===== config.mk =====
export PLATFORM = sky130hd
export DESIGN_NAME = msm_cell
export DESIGN_NICKNAME = d
export VERILOG_FILES = /design/src/sv/msm_pkg.sv /design/src/sv/msm_cell.sv
export SDC_FILE = /design/constraint.sdc
export NUM_CORES = 1
export LEC_CHECK = 0
export BUFFER_PORTS_ARGS = -buffer_cell sky130_fd_sc_hd__buf_2
export CAP_MARGIN = 20
export CORE_MARGIN = 4
export CORE_UTILIZATION = 60
export DETAILED_ROUTE_END_ITERATION = 7
export HOLD_SLACK_MARGIN = 0.08
export PLACE_DENSITY_LB_ADDON = 0.08
export SYNTH_ARGS = -nofsm -noshare
export SYNTH_HDL_FRONTEND = slang
export SYNTH_SLANG_ARGS = --single-unit

===== constraint.sdc =====
create_clock -name clock -period 6.9 [get_ports clock]
set_clock_uncertainty 0.05 [all_clocks]
set_input_delay 0 -clock clock [delete_from_list [all_inputs] [get_ports clock]]
set_output_delay 0 -clock clock [all_outputs]
set_load 0.02 [all_outputs]

===== src/sv/msm_pkg.sv =====
// ----------------------------------------------------------------------------
// msm_pkg: shared types and constants of the multi-pattern string matcher
// holds slot and pattern geometry, csr indexes, kind codes and byte folding
// ----------------------------------------------------------------------------
package msm_pkg;

   localparam int NUM_PATTERNS    = 4;
   localparam int MAX_PATTERN_LEN = 32;

   localparam int SLOT_W = $clog2(NUM_PATTERNS);
   localparam int POS_W  = $clog2(MAX_PATTERN_LEN);
   localparam int LEN_W  = 6;
   localparam int KIND_W = 3;
   localparam int CNT_W  = 3;
   localparam int SLEN_W = POS_W + 1;
   localparam int LEN_CAP = 2 * MAX_PATTERN_LEN - 1;

   // csr register indexes
   localparam logic [1:0] CSR_PATTERN_COUNT   = 2'd0;
   localparam logic [1:0] CSR_PATTERN_KINDS   = 2'd1;
   localparam logic [1:0] CSR_PATTERN_LENGTHS = 2'd2;

   // match kinds
   localparam logic [KIND_W-1:0] KIND_CONTAINS = 3'd0;
   localparam logic [KIND_W-1:0] KIND_PREFIX   = 3'd1;
   localparam logic [KIND_W-1:0] KIND_EXACT    = 3'd2;
   localparam logic [KIND_W-1:0] KIND_SUFFIX   = 3'd3;
   localparam logic [KIND_W-1:0] KIND_ALWAYS   = 3'd4;

   typedef logic [MAX_PATTERN_LEN-1:0][7:0]   win_vec_type;
   typedef logic [NUM_PATTERNS-1:0][LEN_W-1:0] len_vec_type;

   // broadcast control from the top level to every cell
   typedef struct packed {
      logic              shift;    // subject byte transfer
      logic              restart;  // last byte of a subject
      logic              wr_en;    // pattern byte transfer
      logic [SLOT_W-1:0] wr_slot;
      logic [POS_W-1:0]  wr_pos;
      logic [7:0]        data;     // folded byte
   } cell_ctrl_type;

   // per-slot verdicts of one cell
   typedef struct packed {
      logic [NUM_PATTERNS-1:0] tail_ok;
      logic [NUM_PATTERNS-1:0] pre_bad;
   } cell_flags_type;

   // ascii upper case to lower case
   function automatic logic [7:0] fold_byte(input logic [7:0] b);
      logic [7:0] r;
      r = b;
      if (b >= 8'h41 && b <= 8'h5A) begin
         r = b + 8'd32;
      end
      return r;
   endfunction

endpackage


===== src/sv/msm_cell.sv =====
// ----------------------------------------------------------------------------
// msm_cell: one byte position of the matcher
// holds a window byte, the pattern bytes of every slot at this position and
// the prefix token; compares against the aligned window for each slot
// ----------------------------------------------------------------------------
module msm_cell
   import msm_pkg::*;
(
   input  logic             clock,
   input  logic             reset,
   input  logic [POS_W-1:0] cell_pos,
   input  cell_ctrl_type    ctrl,
   input  logic [7:0]       win_in,
   input  logic             tok_in,
   input  win_vec_type      win_all,
   input  len_vec_type      lens,
   output logic [7:0]       win_out,
   output logic             tok_out,
   output cell_flags_type   flags
);

   logic [7:0]             win_ff;
   logic                   tok_ff;
   logic [NUM_PATTERNS-1:0][7:0] pat_ff;
   logic [SLEN_W-1:0]      pos_ext;

   assign pos_ext = {1'b0, cell_pos};
   assign win_out = win_ff;
   assign tok_out = tok_ff;

   always_ff @(posedge clock) begin
      if (reset) begin
         win_ff <= '0;
      end else if (ctrl.shift) begin
         win_ff <= win_in;
      end
   end

   always_ff @(posedge clock) begin
      if (reset || (ctrl.shift && ctrl.restart)) begin
         tok_ff <= (cell_pos == '0);
      end else if (ctrl.shift) begin
         tok_ff <= tok_in;
      end
   end

   always_ff @(posedge clock) begin
      for (int s = 0; s < NUM_PATTERNS; s++) begin
         if (ctrl.wr_en && ctrl.wr_pos == cell_pos && ctrl.wr_slot == SLOT_W'(s)) begin
            pat_ff[s] <= ctrl.data;
         end
      end
   end

   // cell p of slot s lines up with the window byte of age len-1-p
   always_comb begin
      logic [SLEN_W-1:0] diff;
      logic              in_pat;
      flags = '0;
      for (int s = 0; s < NUM_PATTERNS; s++) begin
         diff   = lens[s] - SLEN_W'(1) - pos_ext;
         in_pat = pos_ext < lens[s];
         flags.tail_ok[s] = !in_pat || (pat_ff[s] == win_all[diff[POS_W-1:0]]);
         flags.pre_bad[s] = tok_ff && in_pat && (pat_ff[s] != ctrl.data);
      end
   end

endmodule


==> impl_metrics.env, run 1 <==
export IMPL_status="completed"
export IMPL_yosysWarnings=0
export IMPL_htreeDepth=2
export IMPL_synth_edf_count=33
export IMPL_grt_pass1_wl_mm=64.48
export IMPL_drt_first_iter_violations=1390
export IMPL_final_common_cell="buf_2"
export IMPL_power_leakage_nw=5.649
export IMPL_cts_tree="built"
export IMPL_cts_resized_gates=0
export IMPL_wl_met2_mm=20.33
export IMPL_layout_drive_gt1_share_pct=54.00
export IMPL_synth_yosys_seq_area_share_pct=9.845
export IMPL_gp_routability_congestion=0.9903
export IMPL_hold_violations=0
export IMPL_max_slew_worst_pin_slew_ns=1.226
export IMPL_cts_root_buffer="clkbuf_16"
export IMPL_die_w_microns=147.6
export IMPL_p_per_area_mw_per_mm2=169.4
export IMPL_numPlacedInstances=1449
export IMPL_clk_path_buf_depth=2
export IMPL_ant_nets=0
export IMPL_routedWlPerCell_microns=28.48
export IMPL_p_total_w=0.002364
export IMPL_drt_pass1_iterations=5
export IMPL_fin_crit_sh_pct=63.92
export IMPL_routed_top_layer="met5"
export IMPL_rsz0062_at_grt="no"
export IMPL_fp_coreArea_sq_mm=0.01896
export IMPL_slew_headroom_pct=18.17
export IMPL_place_area_sq_mm=0.01350
export IMPL_fin_cells=1486
export IMPL_drt_vias_per_instance=7.427
export IMPL_crit_path_start_kind="input port"
export IMPL_setup_violations=0
export IMPL_num_io_pins=331
export IMPL_final_cell_mix="buf_2, mux4_2, mux2i_1, nand3_1, xnor2_1"
export IMPL_drv_slew=0
export IMPL_synth_seq_cells=41
export IMPL_place_ws_ns=2.546
export IMPL_clk_pin_slew_ns=0.06
export IMPL_hpwl_mm=31.42
export IMPL_post_cts_buffers=0
export IMPL_crit_type="input port to primary output"
export IMPL_globalRouteOverflowTotal=0
export IMPL_final_cell_area_sq_mm=0.01396
export IMPL_io_buffers=330
export IMPL_vias=11040
export IMPL_required_ns=6.85
export IMPL_critPathCaptureType="primary output"
export IMPL_fin_nets=1577
export IMPL_dieArea_sq_mm=0.02178
export IMPL_cap_violations=0
export IMPL_synthArstFlopShare_pct=0
export IMPL_ir_drop_mv=0.1368
export IMPL_clock_sinks=41
export IMPL_num_rows=50
export IMPL_clock_latency_ns=0.28
export IMPL_worstHoldPathType="input port to flip-flop"
export IMPL_initial_core_util_pct=61.68
export IMPL_max_freq_mhz=226.7
export IMPL_numCtsBuffers=5
export IMPL_cp_arrival_ns=4.36
export IMPL_critPathMaxFanout=37
export IMPL_wl_met3_mm=5.533
export IMPL_cts_hold_buf=25
export IMPL_grt_max_degree=42
export IMPL_syn_mean_instance_area_sq_um=12.57
export IMPL_antenna_found_initial=2
export IMPL_synthToLayoutAreaGrowth_pct=19.36
export IMPL_wl_met1_mm=14.45
export IMPL_syn_instance_count=930
export IMPL_grt_use_total_pct=38.17
export IMPL_synthFlopType="edfxtp_1"
export IMPL_drt_total_wl_mm=42.33
export IMPL_die_y_microns=147.6
export IMPL_fin_tns_setup_ns=0
export IMPL_syn_area_sq_mm=0.01169
export IMPL_fin_ws_ns=2.490
export IMPL_grt_pass1_vias=11230
export IMPL_synth_distinct_cells=33
export IMPL_route_detailed_drc=0
export IMPL_layout_min_cycle_time_ns=4.410
export IMPL_postSynthNetCount=1284
[kinds of logic (layout without fill, tap and decap cells)]
| kind of cell | after synthesis | in the layout | share of synthesized area, % |
|---|---|---|---|
| AOI/OAI and AO/OA | 50 | 50 | 3.681 |
| xor gates and xnor gates | 89 | 89 | 7.052 |
| adders and majority gates | 40 | 40 | 4.537 |
| buffers and inverters | 119 | 413 | 5.372 |
| DFF | 41 | 41 | 9.845 |
| muxes | 392 | 392 | 60.95 |
| other | 0 | 2 | 0 |
| and+or+nand+nor | 199 | 199 | 8.561 |
[state kept, by name, summed over array words and instances, names as in the netlist]
signal / flops
tok_out: 1
win_out: 8
pat_ff: 32
[through the flow]
step	hold WS [ns]	utilization, %
3_3_place_gp	0.1857	71.23
6_report	0.1272	73.62
4_1_cts	0.1055	73.43
2_1_floorplan	0.04887	-
3_5_place_dp	0.1900	71.23
5_1_grt	0.1440	73.61
[critical path, cell delays in order]
cell and delay [ns]:
buf_2 0.12, inv_1 0.40, ha_1 0.27, inv_1 0.06, fa_2 1.06, buf_4 0.60, mux4_2 0.40, mux2i_1 0.16
nand3_1 0.10, nand4_1 0.18, xnor2_1 0.10, nor4_1 0.45, a41o_1 0.27, buf_2 0.17
[synth_stat cells (8+ instances only)]
| cell type | n | area (sq um) |
|---|---|---|
| o21ai_0 | 9 | 45.04 |
| nand3_1 | 97 | 485.5 |
| buf_2 | 30 | 150.1 |
| nand4_1 | 33 | 206.5 |
| nor2_1 | 46 | 172.7 |
| nand2b_1 | 8 | 50.05 |
| edfxtp_1 | 33 | 991.0 |
| clkbuf_1 | 35 | 131.4 |
| inv_1 | 25 | 93.84 |
| xor2_1 | 10 | 87.58 |
| buf_6 | 12 | 135.1 |
| a221oi_2 | 8 | 120.1 |
| mux2i_1 | 136 | 1361 |
| xnor2_1 | 73 | 639.4 |
| a22o_1 | 8 | 70.07 |
| ha_1 | 36 | 450.4 |
| dfxtp_1 | 8 | 160.2 |
| buf_4 | 14 | 105.1 |
| a21oi_2 | 8 | 70.07 |
| mux4_2 | 256 | 5766 |
[metal layers]
metal  track usage [%]  up-vias
met3             8.001      164
li1                  -     4501
met2             62.08     1010
met5                 0        -
met4             15.70        2
met1             50.50     5359
[path summary, 6_finish.rpt]
| kind | start | end | slack, ns | cells past startpoint |
|---|---|---|---|---|
| hold / removal | reset | tok_out | 0.13 | 2 |
| setup reg to reg | win_out[4] | win_out[4] | 5.65 | 3 |
| setup / recovery | cell_pos[0] | flags[5] | 2.49 | 14 |
| hold reg to reg | win_out[0] | win_out[0] | 0.99 | 3 |
[cell type report]
class / count / area [sq um]
Inverter: 25 / 93.84
Fill cell: 1350 / 5000
Sequential cell: 41 / 1151
Clock inverter: 3 / 41.29
Antenna cell: 2 / 5.005
Tap cell: 260 / 325.3
Timing Repair Buffer: 380 / 2106
Multi-Input combinational cell: 770 / 10110
Clock buffer: 5 / 125.1
[report_power, final]
| group | switching (W) | leakage [nW] | internal (W) |
|---|---|---|---|
| registers | 0.00000350 | 0.364 | 0.000272 |
| logic | 0.000973 | 5.21 | 0.000854 |
| clock network | 0.0000923 | 0.0775 | 0.000169 |
| total | 0.00107 | 5.65 | 0.00129 |
(Power assumes the default switching activity.)
==> inputs of run 2 (changes only) <==
- CORE_UTILIZATION: 60 -> 50
- clock period: 6.9 -> 3.95 ns (I/O delays scaled with it)
==> run 2 against run 1 <==
Sequential cell count unchanged. Die area up 19%. Sequential power up 75%. Worst hold slack worse by 0.016 ns. Critical path depth unchanged. Utilization down 11 points. Routed wire length up 5.8%. Worst setup slack worse by 2.4 ns. First-iteration DRC count down 11%. Final cell count up 5.0%. Sequential share of layout area down 0.17 points. Clock power up 58%.
==> impl_metrics.env, run 2 (synthesized netlist as in run 1, its figures left out) <==
export IMPL_initial_core_util_pct=51.18
export IMPL_clk_pin_slew_ns=0.06
export IMPL_grt_use_total_pct=34.00
export IMPL_cap_violations=0
export IMPL_layout_min_cycle_time_ns=3.819
export IMPL_ir_drop_mv=0.2469
export IMPL_grt_pass1_vias=10910
export IMPL_grt_max_degree=65
export IMPL_num_io_pins=331
export IMPL_cp_arrival_ns=3.77
export IMPL_status="completed"
export IMPL_r2r_end="win_out[1]"
export IMPL_required_ns=3.90
export IMPL_power_leakage_nw=5.763
export IMPL_antenna_found_initial=1
export IMPL_cp_cell_sequence="buf_2 > inv_1 > ha_1 > inv_1 > fa_2 > buf_12 > mux4_2 > mux2i_1 > nand3_1 > nand4_1 > xnor2_1 > nor4_1 > a41o_1 > buf_2"
export IMPL_crit_type="input port to primary output"
export IMPL_largest_reg_flops=32
export IMPL_critPathCaptureType="primary output"
export IMPL_synthToLayoutAreaGrowth_pct=21.92
export IMPL_slew_headroom_pct=23.65
export IMPL_reg2reg_depth=3
export IMPL_reg2reg_from="win_out[1]"
export IMPL_numCtsBuffers=5
export IMPL_route_detailed_drc=0
export IMPL_worstHoldPathType="input port to flip-flop"
export IMPL_cts_tree="built"
export IMPL_grt_pass1_wl_mm=67.34
export IMPL_final_common_cell="buf_2"
export IMPL_crit_path_start_kind="input port"
export IMPL_clock_latency_ns=0.28
export IMPL_ff_latch_area_sq_mm=0.001151
export IMPL_post_cts_buffers=0
export IMPL_cts_root_buffer="clkbuf_16"
export IMPL_layout_drive_gt1_share_pct=54.13
export IMPL_dieArea_sq_mm=0.02590
export IMPL_die_y_microns=160.9
export IMPL_drt_total_wl_mm=44.79
export IMPL_setup_violations=0
export IMPL_fin_nets=1600
export IMPL_fin_crit_sh_pct=96.69
export IMPL_hold_depth=2
export IMPL_p_per_area_mw_per_mm2=292.9
export IMPL_largest_register="pat_ff"
export IMPL_final_cell_area_sq_mm=0.01425
export IMPL_fin_tns_setup_ns=0
export IMPL_place_area_sq_mm=0.01384
export IMPL_vias=10900
export IMPL_final_cell_mix="buf_2, mux4_2, mux2i_1, nand3_1, xnor2_1"
export IMPL_hold_violations=0
export IMPL_globalRouteOverflowTotal=0
export IMPL_cpMaxStageDelayCell="nor4_1"
export IMPL_die_w_microns=160.9
export IMPL_multi_input_area_sq_mm=0.01003
export IMPL_min_to="tok_out"
export IMPL_nFillCells=1869
export IMPL_max_freq_mhz=261.8
export IMPL_routedWlPerCell_microns=28.69
export IMPL_drt_pass1_iterations=5
export IMPL_drt_first_iter_violations=1235
export IMPL_worstHoldStart="reset"
export IMPL_max_slew_worst_pin_slew_ns=1.137
export IMPL_fp_coreArea_sq_mm=0.02285
export IMPL_slowest_delay_ns=0.67
export IMPL_hpwl_mm=34.51
export IMPL_clock_sinks=41
export IMPL_rsz0062_at_grt="no"
export IMPL_num_rows=55
export IMPL_drv_slew=0
export IMPL_ant_nets=0
export IMPL_critPathMaxFanout=64
export IMPL_io_buffers=330
export IMPL_gp_routability_congestion=0.9392
export IMPL_htreeDepth=2
export IMPL_clk_path_buf_depth=2
export IMPL_reg2reg_slack_ns=2.74
export IMPL_drt_vias_per_instance=6.983
export IMPL_crit_start="cell_pos[0]"
-- run 2: final cells by class --
class                      count  area share (%)
antenna                        1         0.01755
clock buffer                   5          0.8777
clock inverter                 3          0.1492
inverter                      25          0.6583
multi-input combinational    770           70.38
sequential                    41           8.075
tap                          313           2.747
timing repair buffer         403           17.10
-- run 2: what timing repair did --
| action | CTS | global route |
|---|---|---|
| resized for setup | 0 | 1 |
| setup endpoints to repair | 0 | 1 |
| hold buffers | 25 | 0 |
| endpoints found under the hold margin | 41 | 0 |
-- run 2: stage by stage --
step	instances	setup WS (ns)	power [W]	util [%]	hold slack, ns
final	1561	0.1309	0.004175	62.39	0.1115
after global routing	1561	0.03688	0.004370	62.39	0.1256
after global placement	1526	0.1361	0.003663	60.59	0.1882
after floorplan	930	1.255	0.002673	-	0.04887
after detailed placement	1526	0.1219	0.003685	60.59	0.1941
after CTS	1559	0.08944	0.004127	62.32	0.1055
-- run 2: worst max path at each step --
stage,slack [ns],cells after the start,to
5_1_grt,0.04,14,flags[4]
4_1_cts,0.09,15,flags[7]
3_5_place_dp,0.12,15,flags[7]
3_3_place_gp,0.14,15,flags[7]
2_1_floorplan,1.26,13,flags[5]
6_report,0.13,14,flags[4]
-- run 2: per-layer routing --
| metal | GRT usage (%) | vias to the layer above | part of all wire [%] |
|---|---|---|---|
| li1 | - | 4534 | - |
| met1 | 47.15 | 5425 | 38 |
| met2 | 55.08 | 840 | 47 |
| met3 | 6.492 | 101 | 12 |
| met4 | 10.04 | 0 | 3.4 |
| met5 | 0 | - | 0 |
-- run 2: worst max-delay path: cells and delay by family --
kind | cells | cell delay [ns]
AND/OR/NAND/NOR | 3 | 0.95
buffers and inverters | 5 | 0.93
adder cells (fa/ha/maj) | 2 | 0.78
multiplexers | 2 | 0.65
AO/OA/AOI/OAI | 1 | 0.30
XOR/XNOR | 1 | 0.08
-- run 2: power breakdown --
part	switching [W]	internal (W)	leakage, nW
combinational	0.00172	0.00156	5.33
sequential	0.00000655	0.000474	0.364
clock	0.000179	0.000235	0.0702
total	0.00190	0.00227	5.76
